### src/rtl/lru_pkg.sv
`timescale 1ns / 1ps
`default_nettype none
package lru_pkg;
  localparam int ENTRIES_DEF = 16;
  localparam int VALUE_BITS_DEF = 64;
  localparam int CAP_BITS = 5;
  localparam logic [CAP_BITS-1:0] CAP_RESET = 5'd16;

  typedef enum logic {KIND_LOOKUP = 1'b0, KIND_STORE = 1'b1} kind_t;

  typedef struct packed {
    logic        kind;
    logic [63:0] key_high;
    logic [63:0] key_low;
    logic [63:0] value_in;
  } req_t;

  typedef struct packed {
    logic        hit;
    logic [63:0] value_out;
    logic        evicted;
    logic [31:0] hit_total;
    logic [31:0] miss_total;
    logic [4:0]  fill_level;
  } rsp_t;

  typedef enum logic [1:0] {ST_IDLE, ST_MATCH, ST_APPLY, ST_SEND} exec_state_t;
endpackage
`default_nettype wire

### src/rtl/lru_front.sv
`timescale 1ns / 1ps
`default_nettype none
module lru_front (
  input  wire logic         clk,
  input  wire logic         rst,
  input  wire logic         in_valid,
  output logic              in_stall,
  input  wire lru_pkg::req_t in_data,
  output logic              q_valid,
  input  wire logic         q_pop,
  output lru_pkg::req_t     q_data
);
  import lru_pkg::*;
  // two-entry request queue
  req_t slot [2];
  logic [1:0] count;
  logic rd, wr;
  logic push, pop;

  assign in_stall = (count == 2'd2);
  assign push = in_valid && !in_stall;
  assign pop = q_pop && q_valid;
  assign q_valid = (count != 2'd0);
  assign q_data = slot[rd];

  always_ff @(posedge clk) begin
    if (rst) begin
      count <= 2'd0;
      rd <= 1'b0;
      wr <= 1'b0;
    end else begin
      if (push) wr <= ~wr;
      if (pop) rd <= ~rd;
      count <= count + {1'b0, push} - {1'b0, pop};
    end
  end

  always_ff @(posedge clk) begin
    if (push) slot[wr] <= in_data;
  end
endmodule
`default_nettype wire

### src/rtl/lru_back.sv
`timescale 1ns / 1ps
`default_nettype none
module lru_back #(
  parameter int ENTRIES = lru_pkg::ENTRIES_DEF,
  parameter int VALUE_BITS = lru_pkg::VALUE_BITS_DEF
) (
  input  wire logic          clk,
  input  wire logic          rst,
  input  wire logic          cfg_we,
  input  wire logic [4:0]    cfg_data,
  input  wire logic          q_valid,
  output logic               q_pop,
  input  wire lru_pkg::req_t q_data,
  output logic               out_valid,
  input  wire logic          out_stall,
  output lru_pkg::rsp_t      out_data
);
  import lru_pkg::*;
  localparam int IB = (ENTRIES > 1) ? $clog2(ENTRIES) : 1;
  localparam int RB = IB + 1;

  logic [63:0] kh [ENTRIES];
  logic [63:0] kl [ENTRIES];
  logic [VALUE_BITS-1:0] val [ENTRIES];
  logic [ENTRIES-1:0] vld;
  logic [RB-1:0] rank [ENTRIES];
  logic [31:0] hits, misses;
  logic [CAP_BITS-1:0] used, cap_reg;
  logic [RB-1:0] cap;

  exec_state_t state, state_next;
  req_t req;
  logic [ENTRIES-1:0] match_r, free_r, lru_r;
  logic [ENTRIES-1:0] match_c, usable;
  rsp_t rsp;

  always_comb begin
    cap = (int'(cap_reg) > ENTRIES) ? RB'(ENTRIES) : RB'(cap_reg);
    for (int i = 0; i < ENTRIES; i++) begin
      usable[i] = (RB'(i) < cap);
      match_c[i] = usable[i] && vld[i] && kh[i] == req.key_high && kl[i] == req.key_low;
    end
  end

  // priority picks from registered match vectors
  logic found, got_free, got_lru;
  logic [IB-1:0] fidx, freeidx, lruidx;
  always_comb begin
    found = 1'b0; fidx = '0; got_free = 1'b0; freeidx = '0; got_lru = 1'b0; lruidx = '0;
    for (int i = ENTRIES - 1; i >= 0; i--) begin
      if (match_r[i]) begin found = 1'b1; fidx = IB'(i); end
      if (free_r[i]) begin got_free = 1'b1; freeidx = IB'(i); end
      if (lru_r[i]) begin got_lru = 1'b1; lruidx = IB'(i); end
    end
  end

  // least recent is the valid usable slot with rank used-1
  logic is_store, full, do_fill, do_evict, do_touch;
  logic [IB-1:0] tgt;
  logic [RB-1:0] oldr;
  always_comb begin
    is_store = (req.kind == KIND_STORE);
    full = !(RB'(used) < cap);
    do_touch = found;
    do_fill = is_store && !found && !full && got_free;
    do_evict = is_store && !found && full && got_lru;
    tgt = found ? fidx : (do_fill ? freeidx : lruidx);
    oldr = rank[tgt];
  end

  always_comb begin
    state_next = state;
    q_pop = 1'b0;
    case (state)
      ST_IDLE: if (q_valid) begin
        q_pop = 1'b1;
        state_next = ST_MATCH;
      end
      ST_MATCH: state_next = ST_APPLY;
      ST_APPLY: state_next = ST_SEND;
      ST_SEND: if (!out_stall) state_next = ST_IDLE;
      default: state_next = ST_IDLE;
    endcase
  end

  assign out_valid = (state == ST_SEND);
  assign out_data = rsp;

  always_ff @(posedge clk) begin
    if (rst) state <= ST_IDLE;
    else if (cfg_we) state <= ST_IDLE;
    else state <= state_next;
  end

  always_ff @(posedge clk) begin
    if (q_pop) req <= q_data;
    if (state == ST_MATCH) begin
      match_r <= match_c;
      for (int i = 0; i < ENTRIES; i++) begin
        free_r[i] <= usable[i] && !vld[i];
        lru_r[i] <= usable[i] && vld[i] && rank[i] == RB'(used) - RB'(1);
      end
    end
  end

  always_ff @(posedge clk) begin
    if (rst || cfg_we) begin
      vld <= '0;
      hits <= '0;
      misses <= '0;
      used <= '0;
      cap_reg <= rst ? CAP_RESET : cfg_data;
      for (int i = 0; i < ENTRIES; i++) rank[i] <= '0;
    end else if (state == ST_APPLY) begin
      rsp.hit <= 1'b0;
      rsp.value_out <= '0;
      rsp.evicted <= do_evict;
      if (cap != '0) begin
        if (!is_store) begin
          if (found) begin
            rsp.hit <= 1'b1;
            rsp.value_out <= 64'(val[fidx]);
            hits <= hits + 32'd1;
          end else misses <= misses + 32'd1;
        end else if (found) rsp.hit <= 1'b1;
        if (do_fill) used <= used + CAP_BITS'(1);
        for (int i = 0; i < ENTRIES; i++) begin
          if (do_touch || do_fill || do_evict) begin
            if (IB'(i) == tgt) rank[i] <= '0;
            else if (vld[i] && (do_fill || rank[i] < oldr)) rank[i] <= rank[i] + RB'(1);
          end
        end
        if (do_fill || do_evict) vld[tgt] <= 1'b1;
      end
      rsp.hit_total <= hits + ((cap != '0 && !is_store && found) ? 32'd1 : 32'd0);
      rsp.miss_total <= misses + ((cap != '0 && !is_store && !found) ? 32'd1 : 32'd0);
      rsp.fill_level <= used + ((cap != '0 && do_fill) ? CAP_BITS'(1) : CAP_BITS'(0));
    end
  end

  always_ff @(posedge clk) begin
    if (state == ST_APPLY && cap != '0) begin
      if (do_fill || do_evict) begin
        kh[tgt] <= req.key_high;
        kl[tgt] <= req.key_low;
      end
      if (is_store && (found || do_fill || do_evict)) val[tgt] <= req.value_in[VALUE_BITS-1:0];
    end
  end
endmodule
`default_nettype wire

### src/rtl/lru_address_result_cache.sv
`timescale 1ns / 1ps
`default_nettype none
// lru address result cache
// request channel in_valid/in_stall/in_data carries a lookup or store with a
// 128-bit key; response channel out_valid/out_stall/out_data returns one
// response per request in order.
// a two-entry request queue in front accepts requests while the execution
// sequencer works; for each request the sequencer steps through dequeue,
// match against all slots, apply update and present response, and it
// takes the next request only after the response has been taken; the
// response is registered in the apply step and held in the send step.
// cfg_we with cfg_data writes the capacity, empties the cache and clears the
// counters; write it only while idle.
// reset is synchronous: cache empty, counters zero, capacity 16.
// when out_stall is high the response holds; the queue keeps taking up to
// two more requests, then raises in_stall.
module lru_address_result_cache #(
  parameter int ENTRIES = lru_pkg::ENTRIES_DEF,
  parameter int VALUE_BITS = lru_pkg::VALUE_BITS_DEF
) (
  input  wire logic          clk,
  input  wire logic          rst,
  input  wire logic          cfg_we,
  input  wire logic [4:0]    cfg_data,
  input  wire logic          in_valid,
  output logic               in_stall,
  input  wire lru_pkg::req_t in_data,
  output logic               out_valid,
  input  wire logic          out_stall,
  output lru_pkg::rsp_t      out_data
);
  import lru_pkg::*;
  logic q_valid, q_pop;
  req_t q_data;

  lru_front u_front (
    .clk, .rst, .in_valid, .in_stall, .in_data, .q_valid, .q_pop, .q_data
  );

  lru_back #(.ENTRIES(ENTRIES), .VALUE_BITS(VALUE_BITS)) u_back (
    .clk, .rst, .cfg_we, .cfg_data, .q_valid, .q_pop, .q_data,
    .out_valid, .out_stall, .out_data
  );
endmodule
`default_nettype wire

### config.mk
export PLATFORM = sky130hd
export DESIGN_NAME = lru_address_result_cache
export DESIGN_NICKNAME = d
export VERILOG_FILES = /design/src/rtl/lru_pkg.sv /design/src/rtl/lru_front.sv /design/src/rtl/lru_back.sv /design/src/rtl/lru_address_result_cache.sv
export SDC_FILE = /design/constraint.sdc
export NUM_CORES = 2
export LEC_CHECK = 0
export BUFFER_PORTS_ARGS = -buffer_cell sky130_fd_sc_hd__buf_4
export CAP_MARGIN = 20
export CORE_MARGIN = 3
export CORE_UTILIZATION = 44
export DETAILED_ROUTE_END_ITERATION = 16
export PLACE_DENSITY = 0.66
export SYNTH_ARGS = -nofsm -noshare
export SYNTH_HDL_FRONTEND = slang
export SYNTH_SLANG_ARGS = --single-unit
### constraint.sdc
create_clock -name clk -period 23.2 [get_ports clk]
set_input_delay 2.32 -clock clk [delete_from_list [all_inputs] [get_ports clk]]
set_output_delay 2.32 -clock clk [all_outputs]
set_load 0.01 [all_outputs]
==> impl_results.md <==
* Status: finished, final reports clean
* Peak Freq at 0.148 GHz
* Final wirelength at 502 mm
* Pin count of the biggest net entering global routing at 201
* Mapped Nets at 11040
* Nets at 11595
* GRT Total Usage at 25.6%
* Worst VDD drop at 0.0924 mV
* HP Class: reg -> reg
* Top-area cell type share of the netlist area at 71.7%
* Vias in the first global route at 92703
* Clk sink count at 4010
* Largest regs: u_back.kh (1024), u_back.kl (1024), u_back.val (1024)
* Clk slew on worst S/H paths at 0.06 ns
* Setup-failing EPs final at 0
* Placer Congestion at 0.953
* LEAKAGE at 61.0 nW
* Avg Cell Area, Syn at 15.3 µm²
* Via/cell ratio at 5.88
* Buffers on Ports at 339
* Die W at 617 µm
* Required time worst endpoint at 23.75 ns
* DRC Markers at 0
* Fin crit period at 6.75 ns
* Hold_buf cts at 0
* Count leader, synth: edfxtp_1
* Area delta synth->final at 14.1%
* Final Skew at 0.125 ns
* Sw frac at 33.3%
* Die area at 380000 µm²
* Clock buffer count from CTS at 403
* CP endpoint kind: flop
* Chip Height at 617 µm
* Switching power at 7.01 mW
* Clock Latency Late Sink at 1.01 ns
* Root Driver: clkbuf_16
* P_int at 14.0 mW
* Post-Synthesis Cells at 10736
* Drt pass-1 iters at 6
* Final period util at 29.1%
* Synth cell types at 83
* TritonCTS clock tree: built
* Setup repair bufs after CTS at 0
* Unrepaired setup endpoints after global routing: no
* Setup TNS Final at 0 ns
* Core area at 370000 µm²
* Clk network pwr share at 30.5%
* Sequential area share after synthesis at 72.8%
* CP Class: reg -> reg
* Area leader, netlist: edfxtp_1
* Layout cells sized above 1 at 13.7%
* Post-synth ARST share at 0%
* Via count at 97554
* Resize count post-CTS at 0
* Initial Utilization at 44.3%
* #FFs+latches synth at 4010
* Max clock buf depth at 4
* Fin area at 187000 µm²
* Initial antenna violation count at 46
* Max-slew violation count at 0
* Grt ovf at 0
* I/O pins at 340
* Mapped Area at 164000 µm²
* Sequential Power Share at 44.7%
* Synth area leaders: edfxtp_1 (72%), xnor2_1 (6.7%), xor2_1 (5.0%)
* Filler cells at 30341
* # rows at 223
* First-pass GRT wire length at 700 mm
* DP Wirelength at 310 mm
* CP Data Arrival Time at 7.30 ns
* DP Area at 174000 µm²
* Synth Flop Type: edfxtp_1
* Post-synth EDFFs at 3919
* Final number of hold-violating endpoints at 0
* Power Density at 112 nW/µm²
* Total power at 21.1 mW
* Slew HR at 19.8%
* Combinational share of power at 24.9%
* Commonest cells in the netlist: edfxtp_1 (3919), xnor2_1 (1253), nand2_1 (1124)
* Startpoint Class: flop
* Tightest Pin Transition at 1.20 ns
* DR WL/cell at 30.2 µm
* Post-route ant nets at 0
* H-Tree Depth at 5
* Max cap viols at 0
* Crit-path max FO at 49
* Ys Warns at 0
* 1st-iter DRT viols at 13444
==> cell type report <==
class | count | area (µm²) | share of cell area [%]
inverter | 129 | 484 | 0.259
timing repair buffer | 717 | 5640 | 3.01
tap | 4950 | 6190 | 3.31
multi-input combinational | 6030 | 42400 | 22.7
antenna | 17 | 42.5 | 0.0227
clock buffer | 493 | 10600 | 5.65
clock inverter | 250 | 2370 | 1.27
sequential | 4010 | 120000 | 63.8
==> cells by family (layout without fill, tap and decap cells) <==
family | after synthesis | in the layout | synth area share [%]
flip-flops | 4010 | 4010 | 72.8
AND/OR/NAND/NOR | 2816 | 2816 | 8.39
XOR/XNOR | 2181 | 2181 | 11.6
AO/OA/AOI/OAI | 702 | 702 | 3.22
buffers and inverters | 696 | 1589 | 1.63
multiplexers | 230 | 230 | 1.56
adder cells (fa/ha/maj) | 101 | 101 | 0.770
other | 0 | 17 | 0
==> through the flow <==
step                      hold slack (ns)  utilization (%)  setup WS (ns)  cells
after floorplan                     0.470                -          12.04  10736
after global placement              0.477             47.0          16.76  15830
after detailed placement            0.491             47.1          16.61  15834
after CTS                           0.490             50.6          16.55  16577
after global routing                0.504             50.6          16.14  16583
final                               0.498             50.6          16.45  16596
==> power by group through the flow <==
stage / Sequential [mW] / Clock [mW] / Combinational (mW)
4_1_cts: 9.40 / 6.49 / 5.15
6_report: 9.40 / 6.42 / 5.23
3_3_place_gp: 9.53 / 0 / 5.03
3_5_place_dp: 9.55 / 0 / 5.12
5_1_grt: 9.44 / 6.78 / 5.36
2_1_floorplan: 9.60 / 0 / 2.45
==> worst paths after layout <==
path | from | endpoint | slack (ns) | cells past startpoint
max | u_back.match_r[11]$_DFFE_PN_ | u_back.rank[9][1]$_SDFFCE_PN0P_ | 16.45 | 20
min | u_front.slot[0][15]$_DFFE_PP_ | u_back.req[15]$_DFFE_PP_ | 0.50 | 1
max reg2reg | u_back.match_r[11]$_DFFE_PN_ | u_back.rank[9][1]$_SDFFCE_PN0P_ | 16.45 | 20
min reg2reg | u_front.slot[0][15]$_DFFE_PP_ | u_back.req[15]$_DFFE_PP_ | 0.50 | 1
==> layout by cell type, fill, tap and decap left out, types with 62 or more instances in the layout <==
cell,count
edfxtp_1,3919
xnor2_1,1251
nand2_1,1123
xor2_1,927
buf_4,693
clkbuf_16,408
nand4_1,397
nand3_1,342
nor4_1,306
nor2_1,231
mux2_2,210
a311oi_1,192
and3_1,145
inv_1,128
ha_1,100
clkinv_1,90
dfxtp_1,90
a211oi_1,81
clkbuf_1,80
clkinv_2,80
a31oi_1,74
nor3_1,68
a21oi_1,62
==> routing by layer <==
| layer | vias to the layer above | track usage (%) | routed length, µm |
|---|---|---|---|
| met3 | 972 | 4.13 | 50100 |
| met5 | - | 0 | 50 |
| met1 | 49885 | 35.2 | 197000 |
| li1 | 41110 | - | - |
| met4 | 8 | 11.4 | 25500 |
| met2 | 5579 | 40.3 | 230000 |
==> worst max-delay path: stages (launching register included) <==
cell and delay (ns):
edfxtp_1 0.43, or4_1 0.67, nor4_4 0.57, nand2_2 0.20, or4_4 0.54, o21a_4 0.24, nand2_4 0.49, mux2_2 0.41
nor2_1 0.09, a211oi_1 0.07, a211oi_1 0.27, a31o_1 0.13, buf_4 0.28, ha_1 0.30, a21o_1 0.16, a21o_1 0.17
a21oi_1 0.21, o21ai_0 0.11, a211oi_1 0.38, o21ai_1 0.26, o211ai_1 0.29
Note: power is estimated with default switching activity, not from simulation.
